==> src/sec_pkg.sv <==
// ---------------------------------------------------------------------------
// sec_pkg: shared types for the string escape collapser
// Beat layouts, escape modes, error codes and the decode helpers used by
// the front end, the command queue and the back end.
// ---------------------------------------------------------------------------
`default_nettype none

package sec_pkg;

   // Default depth of the command queue between front and back end.
   localparam int SEC_QUEUE_DEPTH = 2;

   // Characters that steer the decoder.
   localparam logic [7:0] CHAR_BACKSLASH = 8'h5C;
   localparam logic [7:0] CHAR_X         = 8'h78;
   localparam logic [7:0] CHAR_C         = 8'h63;
   localparam logic [7:0] CHAR_N         = 8'h6E;
   localparam logic [7:0] CHAR_R         = 8'h72;
   localparam logic [7:0] CHAR_T         = 8'h74;
   localparam logic [7:0] CHAR_P         = 8'h70;
   localparam logic [7:0] CHAR_O         = 8'h6F;
   localparam logic [7:0] CHAR_ZERO      = 8'h30;
   localparam logic [7:0] CHAR_NINE      = 8'h39;

   // Control codes produced by the simple escapes.
   localparam logic [7:0] CODE_NEWLINE   = 8'h0A;
   localparam logic [7:0] CODE_RETURN    = 8'h0D;
   localparam logic [7:0] CODE_TAB       = 8'h09;
   localparam logic [7:0] CODE_CTRL_R    = 8'h0F;
   localparam logic [7:0] CODE_CTRL_P    = 8'h10;
   localparam logic [7:0] CODE_CTRL_O    = 8'h11;

   // Escape decoder state.
   typedef enum logic [2:0] {
      MODE_TEXT = 3'd0,
      MODE_ESC  = 3'd1,
      MODE_HEX0 = 3'd2,
      MODE_HEX1 = 3'd3,
      MODE_CTRL = 3'd4
   } mode_type;

   // Error codes reported on status beats.
   typedef enum logic [1:0] {
      ERR_NONE       = 2'd0,
      ERR_INCOMPLETE = 2'd1,
      ERR_BAD_HEX    = 2'd2
   } err_type;

   // Input beat.
   typedef struct packed {
      logic [7:0] in_byte;
      logic       end_of_string;
   } req_type;

   // Result beat.
   typedef struct packed {
      logic [7:0] out_byte;
      logic       byte_valid;
      logic       run_last;
      logic       string_done;
      err_type    error_code;
   } rsp_type;

   // One decoded command: a single result, or the three-byte pass-through
   // of an unknown control escape.
   typedef struct packed {
      logic       triple;
      logic [7:0] data;
      logic       byte_valid;
      logic       string_done;
      err_type    error_code;
   } cmd_type;

   // Hex digit value; letters are folded to lower case first.
   function automatic logic [7:0] hex_value(input logic [7:0] b);
      logic [7:0] c;
      c = b;
      if (c >= 8'd65 && c <= 8'd90) begin
         c = c + 8'd32;
      end
      if (c >= 8'd97 && c <= 8'd127) begin
         return c - 8'd87;
      end
      return c - 8'd48;
   endfunction

   // Control code for the digits 0..9 of a control escape.
   function automatic logic [7:0] ctrl_code(input logic [3:0] digit);
      logic [7:0] code;
      case (digit)
         4'd0: code = 8'h01;
         4'd1: code = 8'h02;
         4'd2: code = 8'h03;
         4'd3: code = 8'h04;
         4'd4: code = 8'h05;
         4'd5: code = 8'h06;
         4'd6: code = 8'h07;
         4'd7: code = 8'h0B;
         4'd8: code = 8'h0C;
         4'd9: code = 8'h0E;
         default: code = 8'h00;
      endcase
      return code;
   endfunction

endpackage

`default_nettype wire

==> src/sec_front.sv <==
// ---------------------------------------------------------------------------
// sec_front: escape classifier
// Accepts raw bytes, tracks the escape state and turns each byte into at
// most one command for the back end.
// ---------------------------------------------------------------------------
`default_nettype none

module sec_front (
   input  wire logic             clock,
   input  wire logic             reset,
   input  wire logic             csr_wr_en,
   input  wire logic             csr_wr_data,
   input  wire logic             fire,
   input  wire sec_pkg::req_type req_data,
   output logic                  push,
   output sec_pkg::cmd_type      push_cmd
);
   import sec_pkg::*;

   mode_type   mode_ff, mode_in;
   logic [7:0] first_hex_ff, first_hex_in;
   logic       aborted_ff, aborted_in;
   logic       strict_ff;

   logic       eos;
   logic [7:0] b;
   logic [7:0] digit;
   logic [7:0] out_val;
   logic       emit;
   logic       triple;
   logic       cut;
   err_type    err;
   logic       has_result;

   assign eos = req_data.end_of_string;
   assign b   = req_data.in_byte;

   // Strict flag, to be written only while the block is idle; the block itself does not enforce this.
   always_ff @(posedge clock) begin
      if (reset) begin
         strict_ff <= 1'b1;
      end else if (csr_wr_en) begin
         strict_ff <= csr_wr_data;
      end
   end

   // Escape state registers advance on every accepted beat.
   always_ff @(posedge clock) begin
      if (reset) begin
         mode_ff      <= MODE_TEXT;
         first_hex_ff <= 8'd0;
         aborted_ff   <= 1'b0;
      end else if (fire) begin
         mode_ff      <= mode_in;
         first_hex_ff <= first_hex_in;
         aborted_ff   <= aborted_in;
      end
   end

   // Next state and the command for the current byte.
   always_comb begin
      mode_in      = mode_ff;
      first_hex_in = first_hex_ff;
      aborted_in   = aborted_ff;
      emit         = 1'b0;
      triple       = 1'b0;
      cut          = 1'b0;
      err          = ERR_NONE;
      out_val      = 8'd0;
      has_result   = 1'b0;
      digit        = hex_value(b);

      if (aborted_ff) begin
         // Drop everything up to the end of the string.
         if (eos) begin
            mode_in      = MODE_TEXT;
            first_hex_in = 8'd0;
            aborted_in   = 1'b0;
         end
      end else begin
         unique case (mode_ff)
            MODE_ESC: begin
               mode_in = MODE_TEXT;
               if (b == CHAR_X) begin
                  if (eos) cut = 1'b1;
                  else     mode_in = MODE_HEX0;
               end else if (b == CHAR_C) begin
                  if (eos) cut = 1'b1;
                  else     mode_in = MODE_CTRL;
               end else if (b == CHAR_N) begin
                  emit    = 1'b1;
                  out_val = CODE_NEWLINE;
               end else if (b == CHAR_R) begin
                  emit    = 1'b1;
                  out_val = CODE_RETURN;
               end else if (b == CHAR_T) begin
                  emit    = 1'b1;
                  out_val = CODE_TAB;
               end else begin
                  emit    = 1'b1;
                  out_val = b;
               end
            end
            MODE_HEX0: begin
               first_hex_in = digit;
               if (eos) begin
                  cut     = 1'b1;
                  mode_in = MODE_TEXT;
               end else begin
                  mode_in = MODE_HEX1;
               end
            end
            MODE_HEX1: begin
               mode_in = MODE_TEXT;
               if ((first_hex_ff > 8'd15 || digit > 8'd15) && strict_ff) begin
                  err = ERR_BAD_HEX;
               end else begin
                  emit    = 1'b1;
                  out_val = {first_hex_ff[3:0], 4'h0} + digit;
               end
            end
            MODE_CTRL: begin
               mode_in = MODE_TEXT;
               if (b >= CHAR_ZERO && b <= CHAR_NINE) begin
                  emit    = 1'b1;
                  out_val = ctrl_code(4'(b - CHAR_ZERO));
               end else if (b == CHAR_R) begin
                  emit    = 1'b1;
                  out_val = CODE_CTRL_R;
               end else if (b == CHAR_P) begin
                  emit    = 1'b1;
                  out_val = CODE_CTRL_P;
               end else if (b == CHAR_O) begin
                  emit    = 1'b1;
                  out_val = CODE_CTRL_O;
               end else begin
                  triple  = 1'b1;
                  out_val = b;
               end
            end
            default: begin
               mode_in = MODE_TEXT;
               if (b == CHAR_BACKSLASH) begin
                  if (eos) cut = 1'b1;
                  else     mode_in = MODE_ESC;
               end else begin
                  emit    = 1'b1;
                  out_val = b;
               end
            end
         endcase

         // A cut-off escape is only an error in strict mode.
         if (cut && strict_ff) begin
            err = ERR_INCOMPLETE;
         end
         if (err != ERR_NONE) begin
            mode_in = MODE_TEXT;
            if (!eos) aborted_in = 1'b1;
         end

         // The end of the string always produces at least a status beat.
         has_result = emit || triple || (err != ERR_NONE) || eos;

         if (eos) begin
            mode_in      = MODE_TEXT;
            first_hex_in = 8'd0;
            aborted_in   = 1'b0;
         end
      end

      push                 = fire && has_result;
      push_cmd.triple      = triple;
      push_cmd.data        = (emit || triple) ? out_val : 8'd0;
      push_cmd.byte_valid  = emit || triple;
      push_cmd.string_done = eos || (err != ERR_NONE);
      push_cmd.error_code  = err;
   end

   // While a string is being dropped the decoder sits in plain text mode.
   a_aborted_text: assert property (@(posedge clock) disable iff (reset)
      aborted_ff |-> mode_ff == MODE_TEXT)
      else $error("aborted string with escape state pending");

endmodule

`default_nettype wire

==> src/sec_queue.sv <==
// ---------------------------------------------------------------------------
// sec_queue: command queue
// Short register queue that decouples the classifier from the result
// sequencer so each side can stall on its own.
// ---------------------------------------------------------------------------
`default_nettype none

module sec_queue #(
   parameter int DEPTH = sec_pkg::SEC_QUEUE_DEPTH
) (
   input  wire logic             clock,
   input  wire logic             reset,
   input  wire logic             push,
   input  wire sec_pkg::cmd_type push_cmd,
   input  wire logic             pop,
   output logic                  head_valid,
   output sec_pkg::cmd_type      head_cmd,
   output logic                  full
);
   import sec_pkg::*;

   localparam int PTR_W = (DEPTH > 1) ? $clog2(DEPTH) : 1;
   localparam int CNT_W = $clog2(DEPTH + 1);

   cmd_type            entries_ff [DEPTH];
   logic [PTR_W-1:0]   wr_ptr_ff, wr_ptr_in;
   logic [PTR_W-1:0]   rd_ptr_ff, rd_ptr_in;
   logic [CNT_W-1:0]   count_ff, count_in;

   assign head_valid = (count_ff != '0);
   assign full       = (count_ff == CNT_W'(DEPTH));
   assign head_cmd   = entries_ff[rd_ptr_ff];

   // Pointer and fill count update with wrap at the queue depth.
   always_comb begin
      wr_ptr_in = wr_ptr_ff;
      rd_ptr_in = rd_ptr_ff;
      count_in  = count_ff;
      if (push) begin
         wr_ptr_in = (wr_ptr_ff == PTR_W'(DEPTH - 1)) ? '0 : wr_ptr_ff + 1'b1;
      end
      if (pop) begin
         rd_ptr_in = (rd_ptr_ff == PTR_W'(DEPTH - 1)) ? '0 : rd_ptr_ff + 1'b1;
      end
      if (push && !pop) begin
         count_in = count_ff + 1'b1;
      end else if (pop && !push) begin
         count_in = count_ff - 1'b1;
      end
   end

   always_ff @(posedge clock) begin
      if (reset) begin
         wr_ptr_ff <= '0;
         rd_ptr_ff <= '0;
         count_ff  <= '0;
      end else begin
         wr_ptr_ff <= wr_ptr_in;
         rd_ptr_ff <= rd_ptr_in;
         count_ff  <= count_in;
      end
   end

   // Entry storage needs no reset.
   always_ff @(posedge clock) begin
      if (push) begin
         entries_ff[wr_ptr_ff] <= push_cmd;
      end
   end

   // The front end must hold off while the queue is full.
   a_no_overflow: assert property (@(posedge clock) disable iff (reset)
      !(push && full))
      else $error("command pushed into a full queue");

endmodule

`default_nettype wire

==> src/sec_back.sv <==
// ---------------------------------------------------------------------------
// sec_back: result sequencer
// Expands each queued command into one or three result beats and holds
// them in the output register until the consumer takes them.
// ---------------------------------------------------------------------------
`default_nettype none

module sec_back (
   input  wire logic             clock,
   input  wire logic             reset,
   input  wire logic             head_valid,
   input  wire sec_pkg::cmd_type head_cmd,
   output logic                  pop,
   output logic                  rsp_valid,
   input  wire logic             rsp_stall,
   output sec_pkg::rsp_type      rsp_data
);
   import sec_pkg::*;

   logic [1:0] phase_ff, phase_in;
   logic       rsp_valid_ff, rsp_valid_in;
   rsp_type    rsp_data_ff, rsp_data_in;
   logic       load;
   logic       last_beat;

   assign rsp_valid = rsp_valid_ff;
   assign rsp_data  = rsp_data_ff;

   // The output register takes a new beat when it is empty or being drained.
   assign load      = head_valid && (!rsp_valid_ff || !rsp_stall);
   assign last_beat = !head_cmd.triple || (phase_ff == 2'd2);
   assign pop       = load && last_beat;

   // Build the beat for the current command and phase.
   always_comb begin
      rsp_data_in.byte_valid  = head_cmd.byte_valid;
      rsp_data_in.run_last    = last_beat;
      rsp_data_in.string_done = head_cmd.string_done && last_beat;
      rsp_data_in.error_code  = head_cmd.error_code;
      if (head_cmd.triple && phase_ff == 2'd0) begin
         rsp_data_in.out_byte = CHAR_BACKSLASH;
      end else if (head_cmd.triple && phase_ff == 2'd1) begin
         rsp_data_in.out_byte = CHAR_C;
      end else begin
         rsp_data_in.out_byte = head_cmd.data;
      end

      phase_in = phase_ff;
      if (load) begin
         phase_in = last_beat ? 2'd0 : phase_ff + 2'd1;
      end

      rsp_valid_in = rsp_valid_ff;
      if (load) begin
         rsp_valid_in = 1'b1;
      end else if (!rsp_stall) begin
         rsp_valid_in = 1'b0;
      end
   end

   always_ff @(posedge clock) begin
      if (reset) begin
         phase_ff     <= 2'd0;
         rsp_valid_ff <= 1'b0;
      end else begin
         phase_ff     <= phase_in;
         rsp_valid_ff <= rsp_valid_in;
      end
   end

   always_ff @(posedge clock) begin
      if (load) begin
         rsp_data_ff <= rsp_data_in;
      end
   end

   // Only the three-byte pass-through leaves the phase counter off zero.
   a_phase_range: assert property (@(posedge clock) disable iff (reset)
      phase_ff != 2'd3)
      else $error("phase counter out of range");

   a_phase_triple: assert property (@(posedge clock) disable iff (reset)
      phase_ff != 2'd0 |-> head_valid && head_cmd.triple)
      else $error("phase counter running without a pass-through command");

   // Beats that are not the last of a byte are always plain data.
   a_mid_beat_data: assert property (@(posedge clock) disable iff (reset)
      rsp_valid_ff && !rsp_data_ff.run_last
         |-> rsp_data_ff.byte_valid && rsp_data_ff.error_code == ERR_NONE
         && !rsp_data_ff.string_done)
      else $error("status beat in the middle of a pass-through");

endmodule

`default_nettype wire

==> src/string_escape_collapser.sv <==
// ---------------------------------------------------------------------------
// string_escape_collapser: backslash escape decoder for string literals
// Collapses escapes in a byte stream (hex, control, simple and unknown
// escapes) and reports incomplete or invalid escapes in strict mode.
// ---------------------------------------------------------------------------
//
//   Channel  | Ports                           | Beat
//   ---------+---------------------------------+------------------------------
//   input    | req_valid, req_stall, req_data  | one raw byte, end mark
//   result   | rsp_valid, rsp_stall, rsp_data  | one decoded byte or status
//   control  | csr_wr_en, csr_wr_data          | strict flag, reset to 1
//
// One input beat is accepted per cycle while req_stall is low; its first
// result passes through the queue and then leaves from the output register.
// An unknown control escape gives three result beats in turn;
// while the back end works through them the queue of QDEPTH commands
// fills and req_stall rises when it is full.
// Reset is synchronous and clears the escape state, queue and output valid.
// A stalled result holds in the output register; input flows until the queue is full.
// ---------------------------------------------------------------------------
`default_nettype none

module string_escape_collapser #(
   parameter int QDEPTH = sec_pkg::SEC_QUEUE_DEPTH
) (
   input  wire logic             clock,
   input  wire logic             reset,
   input  wire logic             csr_wr_en,
   input  wire logic             csr_wr_data,
   input  wire logic             req_valid,
   output logic                  req_stall,
   input  wire sec_pkg::req_type req_data,
   output logic                  rsp_valid,
   input  wire logic             rsp_stall,
   output sec_pkg::rsp_type      rsp_data
);
   import sec_pkg::*;

   logic    fire;
   logic    push;
   cmd_type push_cmd;
   logic    pop;
   logic    head_valid;
   cmd_type head_cmd;
   logic    full;

   // Input beats are taken whenever the queue has room.
   assign req_stall = full;
   assign fire      = req_valid && !full;

   sec_front u_front (
      .clock       (clock),
      .reset       (reset),
      .csr_wr_en   (csr_wr_en),
      .csr_wr_data (csr_wr_data),
      .fire        (fire),
      .req_data    (req_data),
      .push        (push),
      .push_cmd    (push_cmd)
   );

   sec_queue #(
      .DEPTH (QDEPTH)
   ) u_queue (
      .clock      (clock),
      .reset      (reset),
      .push       (push),
      .push_cmd   (push_cmd),
      .pop        (pop),
      .head_valid (head_valid),
      .head_cmd   (head_cmd),
      .full       (full)
   );

   sec_back u_back (
      .clock      (clock),
      .reset      (reset),
      .head_valid (head_valid),
      .head_cmd   (head_cmd),
      .pop        (pop),
      .rsp_valid  (rsp_valid),
      .rsp_stall  (rsp_stall),
      .rsp_data   (rsp_data)
   );

endmodule

`default_nettype wire

==> config.mk <==
export PLATFORM = sky130hd
export DESIGN_NAME = string_escape_collapser
export DESIGN_NICKNAME = d
export VERILOG_FILES = /design/src/sec_pkg.sv /design/src/sec_front.sv /design/src/sec_queue.sv /design/src/sec_back.sv /design/src/string_escape_collapser.sv
export SDC_FILE = /design/constraint.sdc
export NUM_CORES = 1
export LEC_CHECK = 0
export ABC_AREA = 1
export BUFFER_PORTS_ARGS = -buffer_cell sky130_fd_sc_hd__clkbuf_2
export CORE_MARGIN = 2
export CORE_UTILIZATION = 35
export DETAILED_ROUTE_END_ITERATION = 12
export PLACE_DENSITY = 0.61
export RECOVER_POWER = 100
export SYNTH_ARGS = -nofsm -noshare
export SYNTH_HDL_FRONTEND = slang
export SYNTH_HIERARCHICAL = 1
export SYNTH_SLANG_ARGS = --single-unit
==> constraint.sdc <==
create_clock -name clock -period 4.4 [get_ports clock]
set_input_delay 0.22 -clock clock [delete_from_list [all_inputs] [get_ports clock]]
set_output_delay 0.22 -clock clock [all_outputs]
set_load 0.01 [all_outputs]
; Word level (Yosys, flattened, before mapping)
; Memory sizes are Yosys's and may differ from the RTL's. A register that Yosys moved wholly into a read port is not among the register bits.
; Index checks and enable logic that the tools add are counted.
; Widths: inputs -> output; s select.
[word_totals]
reg_bits = 33
ram_bits = 26
romBits = 64
input_bits = 15
wordCells = 166
memories = 2
[op_classes]
addsub = 10
n_lt_le_gt_ge = 8
n_eq_ne = 17
n_mux = 76
n_reduce_logical = 38
[mem_list]
columns = name, words, width, rd, rd_clocked_by_memory_dff, wr, line_no
row1 = (name not given), 16, 4, 1, 0, 0, sec_pkg.sv:90  ; case (digit)
row2 = u_queue.entries_ff, 2, 13, 1, 1, 1, sec_queue.sv:25  ; cmd_type entries_ff [DEPTH];
[op_table]
columns = operator, n
row1 = $mux 8, 20
row2 = $eq 8x7->1 const B, 8
row3 = $mux 1, 37
row4 = $pmux 8 s4, 1
row5 = $mux 3, 6
row6 = $ge 8x7->1 const B, 2
row7 = $gt 8x4->1 const B, 2
row8 = $le 8x7->1 const B, 2
row9 = $mux 2, 8
row10 = $logic_and 1x1->1, 14
row11 = $reduce_bool 2->1, 5
row12 = $pmux 3 s3, 1
row13 = $add 8x6->8 const B, 1
row14 = $add 8x8->8, 1
row15 = $ge 8x6->1 const B, 1
row16 = $le 8x6->1 const B, 1
row17 = $logic_or 1x1->1, 8
row18 = $sub 8x6->8 const B, 1
row19 = $sub 8x7->8 const B, 1
row20 = $eq 3x2->1 const B, 2
row21 = $logic_not 1->1, 6
row22 = $mux 6, 1
row23 = $add 2x1->2 const B, 2
row24 = $eq 2x2->1 const B, 2
row25 = 14 further kinds, 16

; Longest topological paths before layout
[depth]
depth_word = 23
mapped_depth = 29
ltp_nobuf = 29

; Hierarchy
; The synthesis kept the hierarchy.
[modules_own_cells]
columns = mod, n_inst, cells_per_inst, area_per_inst_um2
row1 = sec_front, 1, 324, 1884.3
row2 = sec_queue, 1, 73, 1202.4
row3 = sec_back, 1, 60, 656.9
row4 = string_escape_collapser, 1, 2, 10.0

; Worst setup path before layout
; No wires, ideal clock.
[synth_timing]
path_kind = input to register
startpoint = input port req_data[1] in the netlist's numbering
endpoint = memory u_queue/entries_ff[0][0] in the netlist's numbering (enable)
setup_time_ps = 382
arrival_ps = 3072
required_ps = 4018
slack_ps = 945
path_stages = 21
cell_sequence = inv_1 > ha_1 > inv_1 > nor2_1 > nand3_1 > nand3_2 > nand2_2 > ha_1 > a21boi_1 > o211ai_4 > nand2_1 > nand2_2 > nor2_4 > nand3_4 > nand2_1 > nand2_1 > nand2_1 > nor2_1 > nor2_1 > inv_1 > nor2_1
[synth_between]
elab_chain_cells = 21
elab_cells_between_ends = 59
[synth_lines]
columns = item, line_no
row1 = from (decl), string_escape_collapser.sv:32  ; input wire sec_pkg::req_type req_data,
row2 = $ge 8x7->1 / $le 8x7->1 (equally long branches), sec_pkg.sv:78  ; if (c >= 8'd65 && c <= 8'd90) begin
row3 = $logic_and 1x1->1, sec_pkg.sv:78
row4 = $mux 8, sec_pkg.sv:78
row5 = $ge 8x7->1 / $le 8x7->1 (equally long branches), sec_pkg.sv:81  ; if (c >= 8'd97 && c <= 8'd127) begin
row6 = $logic_and 1x1->1, sec_pkg.sv:81
row7 = $mux 1, sec_pkg.sv:81
row8 = $mux 8, sec_pkg.sv:84  ; return c - 8'd48;
row9 = $gt 8x4->1, sec_front.sv:115  ; if ((first_hex_ff > 8'd15 || digit > 8'd15) && strict_ff) begin
row10 = (+5 left out), --
row11 = $mux 2, sec_front.sv:73  ; if (aborted_ff) begin
row12 = $reduce_bool 2->1, sec_front.sv:163  ; has_result = emit || triple || (err != ERR_NONE) || eos;
row13 = $logic_or 1x1->1 * (2 in a row), sec_front.sv:163
row14 = $mux 1 *, sec_front.sv:73
row15 = $logic_and 1x1->1 *, sec_front.sv:172  ; push = fire && has_result;
row16 = via push, string_escape_collapser.sv:40  ; logic push;
row17 = $mux 1 *, sec_queue.sv:66  ; if (push) begin
row18 = $mux 1 (implied by the code) *, sec_queue.sv:67  ; entries_ff[wr_ptr_ff] <= push_cmd;
row19 = to (decl), sec_queue.sv:25
; Mark *: on every way through the listed nets, which the timed path passes. The rest lies on a longest branch. The select of a mux whose other input is x is not followed.

; Worst setup path in the final report
[layout_timing]
startpoint = input port req_data[2] in the netlist's numbering
endpoint = memory u_queue/entries_ff[1][4] in the netlist's numbering (enable)
; Same word-level chain as after synthesis.

==> flow_metrics.tcl <==
set metrics [dict create \
    layout-drive-gt1-share 0.1182 \
    worst_pin_slew_ns 0.7469 \
    dpl_worst_slack_ns 0.5184 \
    leakagePower_nw 1.765 \
    grt_remaining_overflow 0 \
    ir_drop_mv 0.2006 \
    die_h_um 107.6 \
    pwr_density_cell_nw_per_um2 425.2 \
    reg2reg_from "u_front/mode_ff[2]$_SDFFE_PP0P_" \
    clkLatencyLatePin_ns 0.34 \
    post-route-min-period_ns 3.761 \
    grt_max_degree 20 \
    gr-usage-all-layers 0.1501 \
    diodes 0 \
    final_nets 528 \
    via_per_inst 4.912 \
    dieWidth_um 107.6 \
    synthToLayoutAreaGrowth_pct 10.93 \
    h-tree-depth 3 \
    drtIter0Drc 222 \
    route.met2.wl_um 4006 \
    yosysWarnings 6 \
    finalPower_mw 1.770 \
    final_cell_mix "107 x nand2_1, 72 x inv_1, 40 x nor2_1, 39 x edfxtp_1, 37 x a21oi_1" \
    dr_wl_met3_um 455 \
    hold_buffers 0 \
    path_max_fanout 14 \
    route.detailed.drc 0 \
    drtPass1Iterations 5 \
    synthesis.area_sq_um 3754 \
    hpwl_um 6270 \
    path_clk_slew_ns 0.07 \
    critPathArrivalTime_ns 3.73 \
    synth_area_leader_cell "edfxtp_1" \
    fin_cells 635 \
    wl_per_cell_um 12.87 \
    rows 37 \
    cts_made_buffers 9 \
    yosysTopAreaCellShare 0.3120 \
    timing.final.ws_setup_ns 0.6392 \
    setup_viol 0 \
    antenna_found_initial 0 \
    gp_congestion 0.9182 \
    cts_root_buf "clkbuf_8" \
    vias 3119 \
    avgSynthCellArea_sq_um 8.178 \
    tns_ns 0 \
    rsz0062_at_grt "false" \
    post_cts_buffers 0 \
    numClockSinks 60 \
    grt_pass1_vias 2919 \
    clock_skew_ns 0.01131 \
    mostFrequentLayoutCell "nand2_1" \
    drv_slew 0 \
    fillers 1067 \
    crit_required_ns 4.37 \
    ant_nets 0 \
    critPathLaunch "req_data[2]" \
    finalCritPeriodShare 0.8547 \
    cts_tree "done" \
    yosysSeqAreaShare 0.4240 \
    worstHoldStart "csr_wr_en" \
    synth_cell_types 41 \
    synth_area_leaders "edfxtp_1 31%, dfxtp_1 11%, nand2_1 11%" \
    grt_pass1_wl_um 13610 \
    fmax_mhz 265.9 \
    fp.coreArea_sq_um 10370 \
    end_kind "flip-flop" \
    port_buffers 29 \
    clockBufferDepth 2 \
    initial_core_util 0.3620 \
    syn_inst 459 \
    hold_class "input port to flip-flop" \
    top_layer_used "met4" \
    io_pins 30 \
    status "finished clean" \
    syn_nets 493 \
    start_kind "input port" \
    crit_type "input port to flip-flop" \
    die_area_sq_um 11570 \
    ys_ff_latch 60 \
    drv_cap 0 \
    dpl.cell_count 619 \
    finalHoldViolations 0 \
    routed_wirelength_um 8174 \
    cts_resized 0 \
    slew_headroom 0.4982 \
    met1_length_um 3482 \
]
-- Yosys cell counts, drive strengths merged --
cell type,instances
a21boi,1
a21oi,38
a31oi,1
and3,1
buf,4
clkbuf,2
dfxtp,21
edfxtp,39
fa,1
ha,18
inv,75
mux2,13
nand2,114
nand3,20
nand3b,1
nand4,9
nor2,44
nor3,15
nor4,1
o2111ai,4
o211ai,2
o21ai,26
o31ai,2
or2,1
xnor2,3
xor2,3
-- flip-flops by register name, summed over array words and instances, names as in the netlist, named ones only --
register	count
u_queue/entries_ff	26
u_back/rsp_data	13
u_front/first_hex_ff	8
u_front/mode_ff	3
u_back/phase_ff	2
u_queue/count_ff	2
u_back/rsp_valid	1
u_front/aborted_ff	1
u_front/strict_ff	1
u_queue/rd_ptr_ff	1
u_queue/wr_ptr_ff	1
-- through the flow --
step / hold slack [ns] / cell area [sq um] / util
finish: 0.07980 / 4164 / 0.4015
global route: 0.06177 / 4164 / 0.4015
CTS: 0.06356 / 4229 / 0.4078
detailed placement: 0.4288 / 4038 / 0.3894
global placement: 0.4242 / 4038 / 0.3894
floorplan: 0.2891 / 3754 / -
-- metal layers --
layer / global-route usage / vias to the layer above
met2: 0.2624 / 107
li1: - / 1583
met1: 0.1776 / 1409
met5: 0 / -
met4: 0.05861 / 0
met3: 0.03450 / 20
-- critical path, cell delays in order --
cell and delay [ns]:
clkbuf_1 0.26, inv_1 0.20, ha_1 0.25, inv_1 0.12, nor2_1 0.07, nand3_1 0.14
nand3_1 0.20, nand2_2 0.16, ha_1 0.15, a21boi_1 0.43, o211ai_4 0.17, nand2_1 0.12
nand2_1 0.09, nand2_1 0.08, inv_1 0.06, nand3_4 0.07, nand3_2 0.11, nand3_1 0.10
nor2_1 0.04, nor2_1 0.20, nand2_1 0.08, inv_1 0.40
-- final cells by class --
class / instances / area (sq um) / area share
Sequential cell: 60 / 1592 / 0.3822
Multi-Input combinational cell: 318 / 1799 / 0.4321
Inverter: 75 / 281.5 / 0.06761
Tap cell: 136 / 170.2 / 0.04087
Clock buffer: 11 / 141.4 / 0.03395
Timing Repair Buffer: 30 / 130.1 / 0.03125
Clock inverter: 5 / 50.05 / 0.01202
-- power breakdown --
| part | leakage, nW | switching [mW] | internal [mW] |
|---|---|---|---|
| registers | 0.531 | 0.0489 | 0.755 |
| clock network | 0.101 | 0.207 | 0.273 |
| logic | 1.13 | 0.310 | 0.176 |
-- worst paths after layout --
kind / slack (ns) / cells after the start / to
max: 0.64 / 22 / u_queue/entries_ff[1][4]$_DFFE_PP_
max reg2reg: 0.99 / 14 / u_queue/entries_ff[1][4]$_DFFE_PP_
min reg2reg: 0.47 / 2 / u_front/first_hex_ff[7]$_SDFFE_PP0P_
min: 0.08 / 2 / u_front/strict_ff$_SDFFE_PP1P_
-- logic make-up (layout without fill, tap and decap cells) --
kind of cell / count (synthesis) / after routing / share of synthesized area
compound gates: 74 / 74 / 0.1140
buf+inv: 81 / 121 / 0.08533
mux: 13 / 13 / 0.04900
xor+xnor: 6 / 6 / 0.01400
fa+ha+maj: 19 / 19 / 0.06533
flops: 60 / 60 / 0.4240
simple gates: 206 / 206 / 0.2483
Power figures use the tool's default switching activity.
